[config.mk]
export PLATFORM = sky130hd
export DESIGN_NAME = pedal_setpoint_conditioner
export DESIGN_NICKNAME = d
export VERILOG_FILES = /design/src/rtl/core/psc_pkg.sv /design/src/rtl/core/psc_ctrl.sv /design/src/rtl/core/psc_datapath.sv /design/src/rtl/core/pedal_setpoint_conditioner.sv
export SDC_FILE = /design/constraint.sdc
export NUM_CORES = 2
export LEC_CHECK = 0
export BUFFER_PORTS_ARGS = -buffer_cell sky130_fd_sc_hd__buf_4
export CAP_MARGIN = 20
export CORE_MARGIN = 2
export CORE_UTILIZATION = 30
export CTS_CLUSTER_SIZE = 14
export DETAILED_ROUTE_END_ITERATION = 8
export HOLD_SLACK_MARGIN = 0.12
export PLACE_DENSITY_LB_ADDON = 0.15
export REMOVE_ABC_BUFFERS = 1
export SYNTH_ARGS = -nofsm -noshare
export SYNTH_HDL_FRONTEND = slang
export SYNTH_SLANG_ARGS = --single-unit
export TNS_END_PERCENT = 20
[constraint.sdc]
create_clock -name aclk -period 19.5 [get_ports aclk]
set_input_delay 1.95 -clock aclk [delete_from_list [all_inputs] [get_ports aclk]]
set_output_delay 1.95 -clock aclk [all_outputs]
set_load 0.1 [all_outputs]
[src/rtl/core/psc_pkg.sv]
// Shared types and constants for the pedal setpoint conditioner.
package psc_pkg;

    localparam int AVG_DEPTH   = 5;
    localparam int SAMPLE_BITS = 12;
    localparam int SLOT_BITS   = (AVG_DEPTH > 1) ? $clog2(AVG_DEPTH) : 1;
    localparam int SUM_BITS    = SAMPLE_BITS + $clog2(AVG_DEPTH);

    // Divide-by-depth as multiply by rounded-up reciprocal; exact for all sums.
    localparam int RECIP_SHIFT = SUM_BITS + $clog2(AVG_DEPTH);
    localparam int RECIP_BITS  = SUM_BITS + 1;
    localparam longint unsigned RECIP_L =
        ((64'd1 << RECIP_SHIFT) + 64'(AVG_DEPTH) - 64'd1) / 64'(AVG_DEPTH);
    localparam logic [RECIP_BITS-1:0] RECIP = RECIP_BITS'(RECIP_L);

    localparam int FRAC_BITS  = 12;
    localparam int SCALE_BITS = 16;
    localparam int RPM_BITS   = 16;
    localparam int SPEED_BITS = 16;
    localparam int AMPS_BITS  = 16;
    localparam int CFG_BITS   = 16;
    localparam int CFG_IDX_BITS = 3;
    localparam logic [FRAC_BITS-1:0] FRAC_MAX = '1;

    localparam int S_DATA_BITS = 48;
    localparam int M_DATA_BITS = 48;
    localparam int M_USER_BITS = 2;

    typedef enum logic [CFG_IDX_BITS-1:0] {
        CFG_THRESHOLD   = 3'd0,
        CFG_FWD_RPM     = 3'd1,
        CFG_REV_RPM     = 3'd2,
        CFG_MAX_CURRENT = 3'd3,
        CFG_REGEN_SCALE = 3'd4,
        CFG_DIR_SPEED   = 3'd5
    } psc_cfg_idx_t;

    typedef enum logic [1:0] {
        ST_IDLE,
        ST_MEAN,
        ST_SCALE,
        ST_AMPS
    } psc_state_t;

    typedef struct packed {
        logic capture;
        logic mean_load;
        logic scale_load;
        logic out_load;
    } psc_cmd_t;

    typedef struct packed {
        logic out_free;
    } psc_status_t;

endpackage

[src/rtl/core/psc_ctrl.sv]
// Sequencing controller for the pedal setpoint conditioner.
module psc_ctrl
    import psc_pkg::*;
(
    input  logic        aclk,
    input  logic        aresetn,
    input  logic        s_tvalid,
    output logic        s_tready,
    input  psc_status_t status,
    output psc_cmd_t    cmd
);

    psc_state_t state_reg, state_next;

    always_ff @(posedge aclk) begin
        if (!aresetn) begin
            state_reg <= ST_IDLE;
        end else begin
            state_reg <= state_next;
        end
    end

    always_comb begin
        state_next = state_reg;
        unique case (state_reg)
            ST_IDLE: begin
                if (s_tvalid) begin
                    state_next = ST_MEAN;
                end
            end
            ST_MEAN:  state_next = ST_SCALE;
            ST_SCALE: state_next = ST_AMPS;
            ST_AMPS: begin
                if (status.out_free) begin
                    state_next = ST_IDLE;
                end
            end
            default: state_next = ST_IDLE;
        endcase
    end

    always_comb begin
        cmd      = '0;
        s_tready = 1'b0;
        unique case (state_reg)
            ST_IDLE: begin
                s_tready    = 1'b1;
                cmd.capture = s_tvalid;
            end
            ST_MEAN:  cmd.mean_load  = 1'b1;
            ST_SCALE: cmd.scale_load = 1'b1;
            ST_AMPS:  cmd.out_load   = status.out_free;
            default: begin
                cmd      = '0;
                s_tready = 1'b0;
            end
        endcase
    end

endmodule

[src/rtl/core/psc_datapath.sv]
// Datapath: config registers, averaging rings, scaling multipliers, output register.
module psc_datapath
    import psc_pkg::*;
(
    input  logic                   aclk,
    input  logic                   aresetn,
    input  logic                   cfg_wr_en,
    input  logic [CFG_IDX_BITS-1:0] cfg_index,
    input  logic [CFG_BITS-1:0]    cfg_wdata,
    input  logic [S_DATA_BITS-1:0] s_tdata,
    output logic                   m_tvalid,
    input  logic                   m_tready,
    output logic [M_DATA_BITS-1:0] m_tdata,
    output logic [M_USER_BITS-1:0] m_tuser,
    input  psc_cmd_t               cmd,
    output psc_status_t            status
);

    localparam int MEAN_EXT  = (SAMPLE_BITS > FRAC_BITS) ? SAMPLE_BITS : FRAC_BITS;
    localparam int RPROD_BITS = SAMPLE_BITS + SCALE_BITS;
    localparam int RSHIFT_BITS = RPROD_BITS - 12;
    localparam int APROD_BITS = FRAC_BITS + AMPS_BITS;
    localparam int DPROD_BITS = SUM_BITS + RECIP_BITS;

    // configuration
    logic [SAMPLE_BITS-1:0]       thr_reg;
    logic signed [RPM_BITS-1:0]   fwd_rpm_reg;
    logic signed [RPM_BITS-1:0]   rev_rpm_reg;
    logic [AMPS_BITS-1:0]         max_cur_reg;
    logic [SCALE_BITS-1:0]        regen_scale_reg;
    logic signed [SPEED_BITS-1:0] dir_speed_reg;

    // state
    logic [SAMPLE_BITS-1:0] accel_ring_reg [AVG_DEPTH];
    logic [SAMPLE_BITS-1:0] regen_ring_reg [AVG_DEPTH];
    logic [SLOT_BITS-1:0]   slot_reg;
    logic                   held_dir_reg;

    // per-transaction pipeline
    logic                   dir_req_reg;
    logic                   blocked_reg;
    logic                   regen_sel_reg;
    logic [SAMPLE_BITS-1:0] mean_reg;
    logic [FRAC_BITS-1:0]   frac_reg;
    logic signed [RPM_BITS-1:0] rpm_reg;

    // output register
    logic                   out_valid_reg;
    logic signed [RPM_BITS-1:0] out_rpm_reg;
    logic [FRAC_BITS-1:0]   out_frac_reg;
    logic [AMPS_BITS-1:0]   out_amps_reg;
    logic                   out_dir_reg;
    logic                   out_regen_reg;
    logic                   out_blocked_reg;

    logic [SAMPLE_BITS-1:0]       in_accel;
    logic [SAMPLE_BITS-1:0]       in_regen;
    logic                         in_dir;
    logic signed [SPEED_BITS-1:0] in_speed;
    logic [SAMPLE_BITS-1:0]       accel_kept;
    logic [SAMPLE_BITS-1:0]       regen_kept;
    logic                         blocked_now;
    logic                         regen_hit;
    logic [SLOT_BITS-1:0]         slot_next;

    logic [SUM_BITS-1:0]    accel_sum;
    logic [SUM_BITS-1:0]    regen_sum;
    logic [SUM_BITS-1:0]    sum_sel;
    logic [DPROD_BITS-1:0]  div_prod;

    logic [RPROD_BITS-1:0]  regen_prod;
    logic [RSHIFT_BITS-1:0] regen_scaled;
    logic [FRAC_BITS-1:0]   regen_frac;
    logic [FRAC_BITS-1:0]   accel_frac;
    logic [APROD_BITS-1:0]  amps_prod;

    assign in_accel = s_tdata[SAMPLE_BITS-1:0];
    assign in_regen = s_tdata[2*SAMPLE_BITS-1:SAMPLE_BITS];
    assign in_dir   = s_tdata[2*SAMPLE_BITS];
    assign in_speed = s_tdata[2*SAMPLE_BITS+SPEED_BITS:2*SAMPLE_BITS+1];

    assign accel_kept  = (in_accel >= thr_reg) ? in_accel : '0;
    assign regen_kept  = (in_regen >= thr_reg) ? in_regen : '0;
    assign blocked_now = (in_dir != held_dir_reg) && (in_speed > dir_speed_reg);
    assign regen_hit   = in_regen > thr_reg;
    assign slot_next   = (slot_reg == SLOT_BITS'(AVG_DEPTH - 1)) ?
                         '0 : slot_reg + SLOT_BITS'(1);

    always_comb begin
        accel_sum = '0;
        regen_sum = '0;
        for (int k = 0; k < AVG_DEPTH; k++) begin
            accel_sum = accel_sum + SUM_BITS'(accel_ring_reg[k]);
            regen_sum = regen_sum + SUM_BITS'(regen_ring_reg[k]);
        end
    end

    assign sum_sel  = regen_sel_reg ? regen_sum : accel_sum;
    assign div_prod = DPROD_BITS'(sum_sel) * DPROD_BITS'(RECIP);

    assign regen_prod   = RPROD_BITS'(mean_reg) * RPROD_BITS'(regen_scale_reg);
    assign regen_scaled = regen_prod[RPROD_BITS-1:12];
    assign regen_frac   = (regen_scaled > RSHIFT_BITS'(FRAC_MAX)) ?
                          FRAC_MAX : regen_scaled[FRAC_BITS-1:0];
    assign accel_frac   = (MEAN_EXT'(mean_reg) > MEAN_EXT'(FRAC_MAX)) ?
                          FRAC_MAX : FRAC_BITS'(mean_reg);

    assign amps_prod = APROD_BITS'(frac_reg) * APROD_BITS'(max_cur_reg);

    // control state with reset
    always_ff @(posedge aclk) begin
        if (!aresetn) begin
            thr_reg         <= SAMPLE_BITS'(205);
            fwd_rpm_reg     <= 16'sd20000;
            rev_rpm_reg     <= -16'sd20000;
            max_cur_reg     <= 16'd5000;
            regen_scale_reg <= 16'd4096;
            dir_speed_reg   <= 16'sd100;
            for (int k = 0; k < AVG_DEPTH; k++) begin
                accel_ring_reg[k] <= '0;
                regen_ring_reg[k] <= '0;
            end
            slot_reg      <= '0;
            held_dir_reg  <= 1'b0;
            out_valid_reg <= 1'b0;
        end else begin
            if (cfg_wr_en) begin
                unique case (cfg_index)
                    CFG_THRESHOLD:   thr_reg         <= cfg_wdata[SAMPLE_BITS-1:0];
                    CFG_FWD_RPM:     fwd_rpm_reg     <= cfg_wdata;
                    CFG_REV_RPM:     rev_rpm_reg     <= cfg_wdata;
                    CFG_MAX_CURRENT: max_cur_reg     <= cfg_wdata;
                    CFG_REGEN_SCALE: regen_scale_reg <= cfg_wdata;
                    CFG_DIR_SPEED:   dir_speed_reg   <= cfg_wdata;
                    default: ;
                endcase
            end
            if (cmd.capture) begin
                for (int k = 0; k < AVG_DEPTH; k++) begin
                    if (slot_reg == SLOT_BITS'(k)) begin
                        accel_ring_reg[k] <= accel_kept;
                        regen_ring_reg[k] <= regen_kept;
                    end
                end
                slot_reg <= slot_next;
            end
            if (cmd.scale_load && !blocked_reg && !regen_sel_reg) begin
                held_dir_reg <= dir_req_reg;
            end
            if (cmd.out_load) begin
                out_valid_reg <= 1'b1;
            end else if (m_tready) begin
                out_valid_reg <= 1'b0;
            end
        end
    end

    // payload registers
    always_ff @(posedge aclk) begin
        if (cmd.capture) begin
            dir_req_reg   <= in_dir;
            blocked_reg   <= blocked_now;
            regen_sel_reg <= regen_hit && !blocked_now;
        end
        if (cmd.mean_load) begin
            mean_reg <= div_prod[RECIP_SHIFT+SAMPLE_BITS-1:RECIP_SHIFT];
        end
        if (cmd.scale_load) begin
            priority if (blocked_reg) begin
                frac_reg <= '0;
                rpm_reg  <= '0;
            end else if (regen_sel_reg) begin
                frac_reg <= regen_frac;
                rpm_reg  <= '0;
            end else begin
                frac_reg <= accel_frac;
                rpm_reg  <= dir_req_reg ? rev_rpm_reg : fwd_rpm_reg;
            end
        end
        if (cmd.out_load) begin
            out_rpm_reg     <= rpm_reg;
            out_frac_reg    <= frac_reg;
            out_amps_reg    <= amps_prod[APROD_BITS-1:12];
            out_dir_reg     <= held_dir_reg;
            out_regen_reg   <= regen_sel_reg;
            out_blocked_reg <= blocked_reg;
        end
    end

    assign status.out_free = !out_valid_reg || m_tready;
    assign m_tvalid = out_valid_reg;
    assign m_tdata  = {3'b000, out_dir_reg, out_amps_reg, out_frac_reg, out_rpm_reg};
    assign m_tuser  = {out_blocked_reg, out_regen_reg};

endmodule

[src/rtl/core/pedal_setpoint_conditioner.sv]
// Top level of the pedal setpoint conditioner.
// Each input transaction is one pedal/direction/speed sample and yields exactly one
// setpoint transaction. A sample runs through these steps in order: capture and ring
// update, ring sum with divide-by-depth multiply, regen scaling and branch select,
// then the current multiply into the output register, the last of three registered
// multiplies. A new sample is accepted while the previous result waits in the output
// register; the last step stalls only if that register is still full. Configuration
// registers may only be written while no sample is in flight.
module pedal_setpoint_conditioner
    import psc_pkg::*;
(
    input  logic                    aclk,
    input  logic                    aresetn,
    input  logic                    cfg_wr_en,
    input  logic [CFG_IDX_BITS-1:0] cfg_index,
    input  logic [CFG_BITS-1:0]     cfg_wdata,
    input  logic                    s_tvalid,
    output logic                    s_tready,
    // accel_pedal[11:0], regen_pedal[23:12], direction_switch[24],
    // vehicle_speed[40:25], zero fill
    input  logic [S_DATA_BITS-1:0]  s_tdata,
    output logic                    m_tvalid,
    input  logic                    m_tready,
    // set_speed_rpm[15:0], set_current_fraction[27:16],
    // set_current_centiamps[43:28], direction_out[44], zero fill
    output logic [M_DATA_BITS-1:0]  m_tdata,
    // regen_active[0], interlock_blocked[1]
    output logic [M_USER_BITS-1:0]  m_tuser
);

    psc_cmd_t    cmd;
    psc_status_t status;

    psc_ctrl u_ctrl (
        .aclk     (aclk),
        .aresetn  (aresetn),
        .s_tvalid (s_tvalid),
        .s_tready (s_tready),
        .status   (status),
        .cmd      (cmd)
    );

    psc_datapath u_datapath (
        .aclk      (aclk),
        .aresetn   (aresetn),
        .cfg_wr_en (cfg_wr_en),
        .cfg_index (cfg_index),
        .cfg_wdata (cfg_wdata),
        .s_tdata   (s_tdata),
        .m_tvalid  (m_tvalid),
        .m_tready  (m_tready),
        .m_tdata   (m_tdata),
        .m_tuser   (m_tuser),
        .cmd       (cmd),
        .status    (status)
    );

endmodule
==> results.sh <==
export IMPL_status="finished clean"
export IMPL_r2r_start="u_datapath.accel_ring_reg[0][0]$_DFFE_PP_"
export IMPL_slew_violations=0
export IMPL_die_h_um=320
export IMPL_grt_pass1_vias=20800
export IMPL_yosysSeqAreaShare_pct=27.7
export IMPL_worstSetupStartpointType="flip-flop"
export IMPL_path_class="reg -> reg"
export IMPL_holdPathStages=0
export IMPL_worstHoldEndpoint="u_datapath.out_rpm_reg[0]$_DFFE_PP_"
export IMPL_cts_resized=0
export IMPL_tightest_slew_ns=0.991
export IMPL_dr_first_iter_drc_count=925
export IMPL_slowest_delay_ns=0.57
export IMPL_yosysTopAreaCellShare_pct=25.9
export IMPL_synth_warnings=0
export IMPL_hold_violations=0
export IMPL_start_util_pct=30.3
export IMPL_drt_total_wl_um=75000
export IMPL_grt_pass1_wl_um=120000
export IMPL_finalSetupTns_ns=0
export IMPL_areaGrowthSynthToFinish_pct=12.1
export IMPL_avgSynthCellArea_um2=9.95
export IMPL_path_max_fanout=5
export IMPL_ys_types=75
export IMPL_antenna_left=0
export IMPL_clk_latency_ns=0.60
export IMPL_io_buffers=113
export IMPL_first_pass_iters=5
export IMPL_rows=115
export IMPL_track_usage_pct=15.2
export IMPL_final_nets=3855
export IMPL_ys_top_cells_by_area="fa_1, edfxtp_1, ha_1"
export IMPL_rsz0062_at_grt="no"
export IMPL_hpwl_um=57800
export IMPL_maxCapViolations=0
export IMPL_layout_worst_path_cycle_share_pct=60.3
export IMPL_seq_area_um2=8290
export IMPL_clk_path_buf_depth=3
export IMPL_drc=0
export IMPL_num_vias=19900
export IMPL_htreeDepth=2
export IMPL_period_needed_ns=11.76
export IMPL_antenna_found_initial=4
export IMPL_root_buffer="clkbuf_16"
export IMPL_cts_setup_buffers=0
export IMPL_hp_class="reg -> reg"
export IMPL_viasPerCell=4.53
export IMPL_clkSinkCount=309
export IMPL_fmax_ghz=0.0851
export IMPL_cts_buffers_inserted=40
export IMPL_die_x_um=320
export IMPL_synth_edff_count=210
export IMPL_arrival_ns=12.08
export IMPL_drive_above_1_share_pct=7.30
export IMPL_synth_top_flop_cell="edfxtp_1"
export IMPL_setup_viol=0
export IMPL_grt_max_degree=76
export IMPL_yosys_area_top_type="fa_1"
export IMPL_holdBufCountCts=0
export IMPL_grt_overflow=0
export IMPL_dieArea_um2=102000
export IMPL_required_ns=19.82
export IMPL_hp_start="u_datapath.rpm_reg[0]$_SDFFCE_PP0P_"
export IMPL_cpMostUsedCell="inv_1"
export IMPL_r2r_cells=44
export IMPL_r2r_end="u_datapath.mean_reg[11]$_DFFE_PN_"
export IMPL_slew_headroom_pct=33.9
export IMPL_reg2reg_slack_ns=7.74
export IMPL_wire_per_inst_um=17.1
export IMPL_critPathCaptureType="flip-flop"
export IMPL_multi_input_area_um2=19000
export IMPL_syn_cell_area_um2=29900
export IMPL_cts_tree="built"
export IMPL_ios=124
export IMPL_cts_clk_slew_worst_paths_ns=0.06
export IMPL_synth_async_sr_flop_share_pct=0
export IMPL_clock_skew_ns=0.0314
export IMPL_yosys_register_bits=309
export IMPL_gp_congestion=0.789
export IMPL_n_fill_cell=10200
export IMPL_coreArea_um2=98600
export IMPL_syn_inst=3003
export IMPL_cpMaxStageDelayCell="a21oi_1"
-- layer usage --
layer | part of all wire [%] | track usage [%]
met3 | 4.4 | 2.37
met5 | 0.035 | 0
met4 | 1.8 | 3.41
met2 | 43 | 23.0
met1 | 51 | 22.6
-- metrics by stage --
| stage | hold WS [ns] | instance area (µm²) | util [%] | instances | worst slack [ns] |
|---|---|---|---|---|---|
| 2_1_floorplan | 0.400 | 29400 | - | 2896 | 9.75 |
| 3_3_place_gp | 0.403 | 32000 | 32.5 | 4309 | 7.78 |
| 3_5_place_dp | 0.405 | 32000 | 32.5 | 4309 | 7.80 |
| 4_1_cts | 0.419 | 33500 | 34.0 | 4383 | 7.73 |
| 5_1_grt | 0.423 | 33500 | 34.0 | 4385 | 6.78 |
| 6_report | 0.419 | 33500 | 34.0 | 4386 | 7.74 |
-- worst max-delay path by stage --
stage,from,slack [ns],to,depth (start not counted)
final,u_datapath.accel_ring_reg[0][0]$_DFFE_PP_,7.74,u_datapath.mean_reg[11]$_DFFE_PN_,44
after floorplan,u_datapath.accel_ring_reg[0][0]$_DFFE_PP_,9.75,u_datapath.mean_reg[11]$_DFFE_PN_,44
after global placement,u_datapath.regen_ring_reg[0][0]$_DFFE_PP_,7.78,u_datapath.mean_reg[11]$_DFFE_PN_,43
after global routing,u_datapath.accel_ring_reg[0][0]$_DFFE_PP_,6.78,u_datapath.mean_reg[11]$_DFFE_PN_,43
after detailed placement,u_datapath.regen_ring_reg[0][0]$_DFFE_PP_,7.80,u_datapath.mean_reg[11]$_DFFE_PN_,43
after CTS,u_datapath.regen_ring_reg[0][0]$_DFFE_PP_,7.73,u_datapath.mean_reg[11]$_DFFE_PN_,43
-- cell usage after synthesis (all sizes together), types with 3 or more instances --
library cell  instances
a211o                 7
a211oi                7
a21boi               86
a21o                 26
a21oi                70
a311oi               11
a41o                  3
and2                129
and3                  4
and4                  3
buf                  11
clkbuf               98
dfxtp                99
edfxtp              210
fa                  387
ha                  330
inv                 579
mux2                  4
mux2i                20
nand2               498
nand2b               11
nand3                44
nand4                12
nor2                 88
nor2b                21
nor3                 22
o211ai               16
o21a                 23
o21ai                50
o21bai                8
o311a                 3
o31a                  3
o31ai                 5
or2                   7
or3                   7
xnor2                54
xor2                 18
-- placed cells by master (no fill, tap or decap), types with 16 or more instances in the layout --
cell / count
edfxtp_1: 210
a21oi_1: 67
nor2_1: 87
nor2b_1: 19
and2_1: 128
dfxtp_1: 99
nand2_1: 495
a21boi_0: 86
nor3_1: 19
o21a_1: 23
inv_1: 579
nand3_1: 44
ha_1: 330
o211ai_1: 16
o21ai_0: 45
a21o_1: 25
clkbuf_16: 41
xor2_1: 18
mux2i_1: 19
fa_1: 387
buf_4: 127
xnor2_1: 54
-- critical path, delay by kind of cell (launching register included) --
kind | cells | cell delay [ns]
buf+inv | 8 | 0.42
compound gates | 16 | 4.12
xor+xnor | 1 | 0.33
fa+ha+maj | 12 | 4.86
flops | 1 | 0.33
simple gates | 7 | 1.43
-- layout make-up --
class	count	share of cell area (%)
Multi-Input combinational cell	2008	56.8
Sequential cell	309	24.8
Inverter	579	6.49
Tap cell	1287	4.81
Clock buffer	53	3.28
Timing Repair Buffer	128	2.86
Clock inverter	21	0.983
Antenna cell	1	0.00747
-- cell families (layout without fill, tap and decap cells) --
group	after synthesis	after routing	share of synthesized area, %
other	1	4	0.0126
adders and majority gates	717	717	39.7
xor gates and xnor gates	73	73	2.19
buffers and inverters	688	781	8.76
DFF	309	309	27.7
muxes	24	24	0.875
AOI/OAI and AO/OA	335	335	7.81
and+or+nand+nor	856	856	12.9
Power is left out: the tool's default activity adds up to more than one toggle a clock period on the data nets, which glitch-free logic cannot reach.
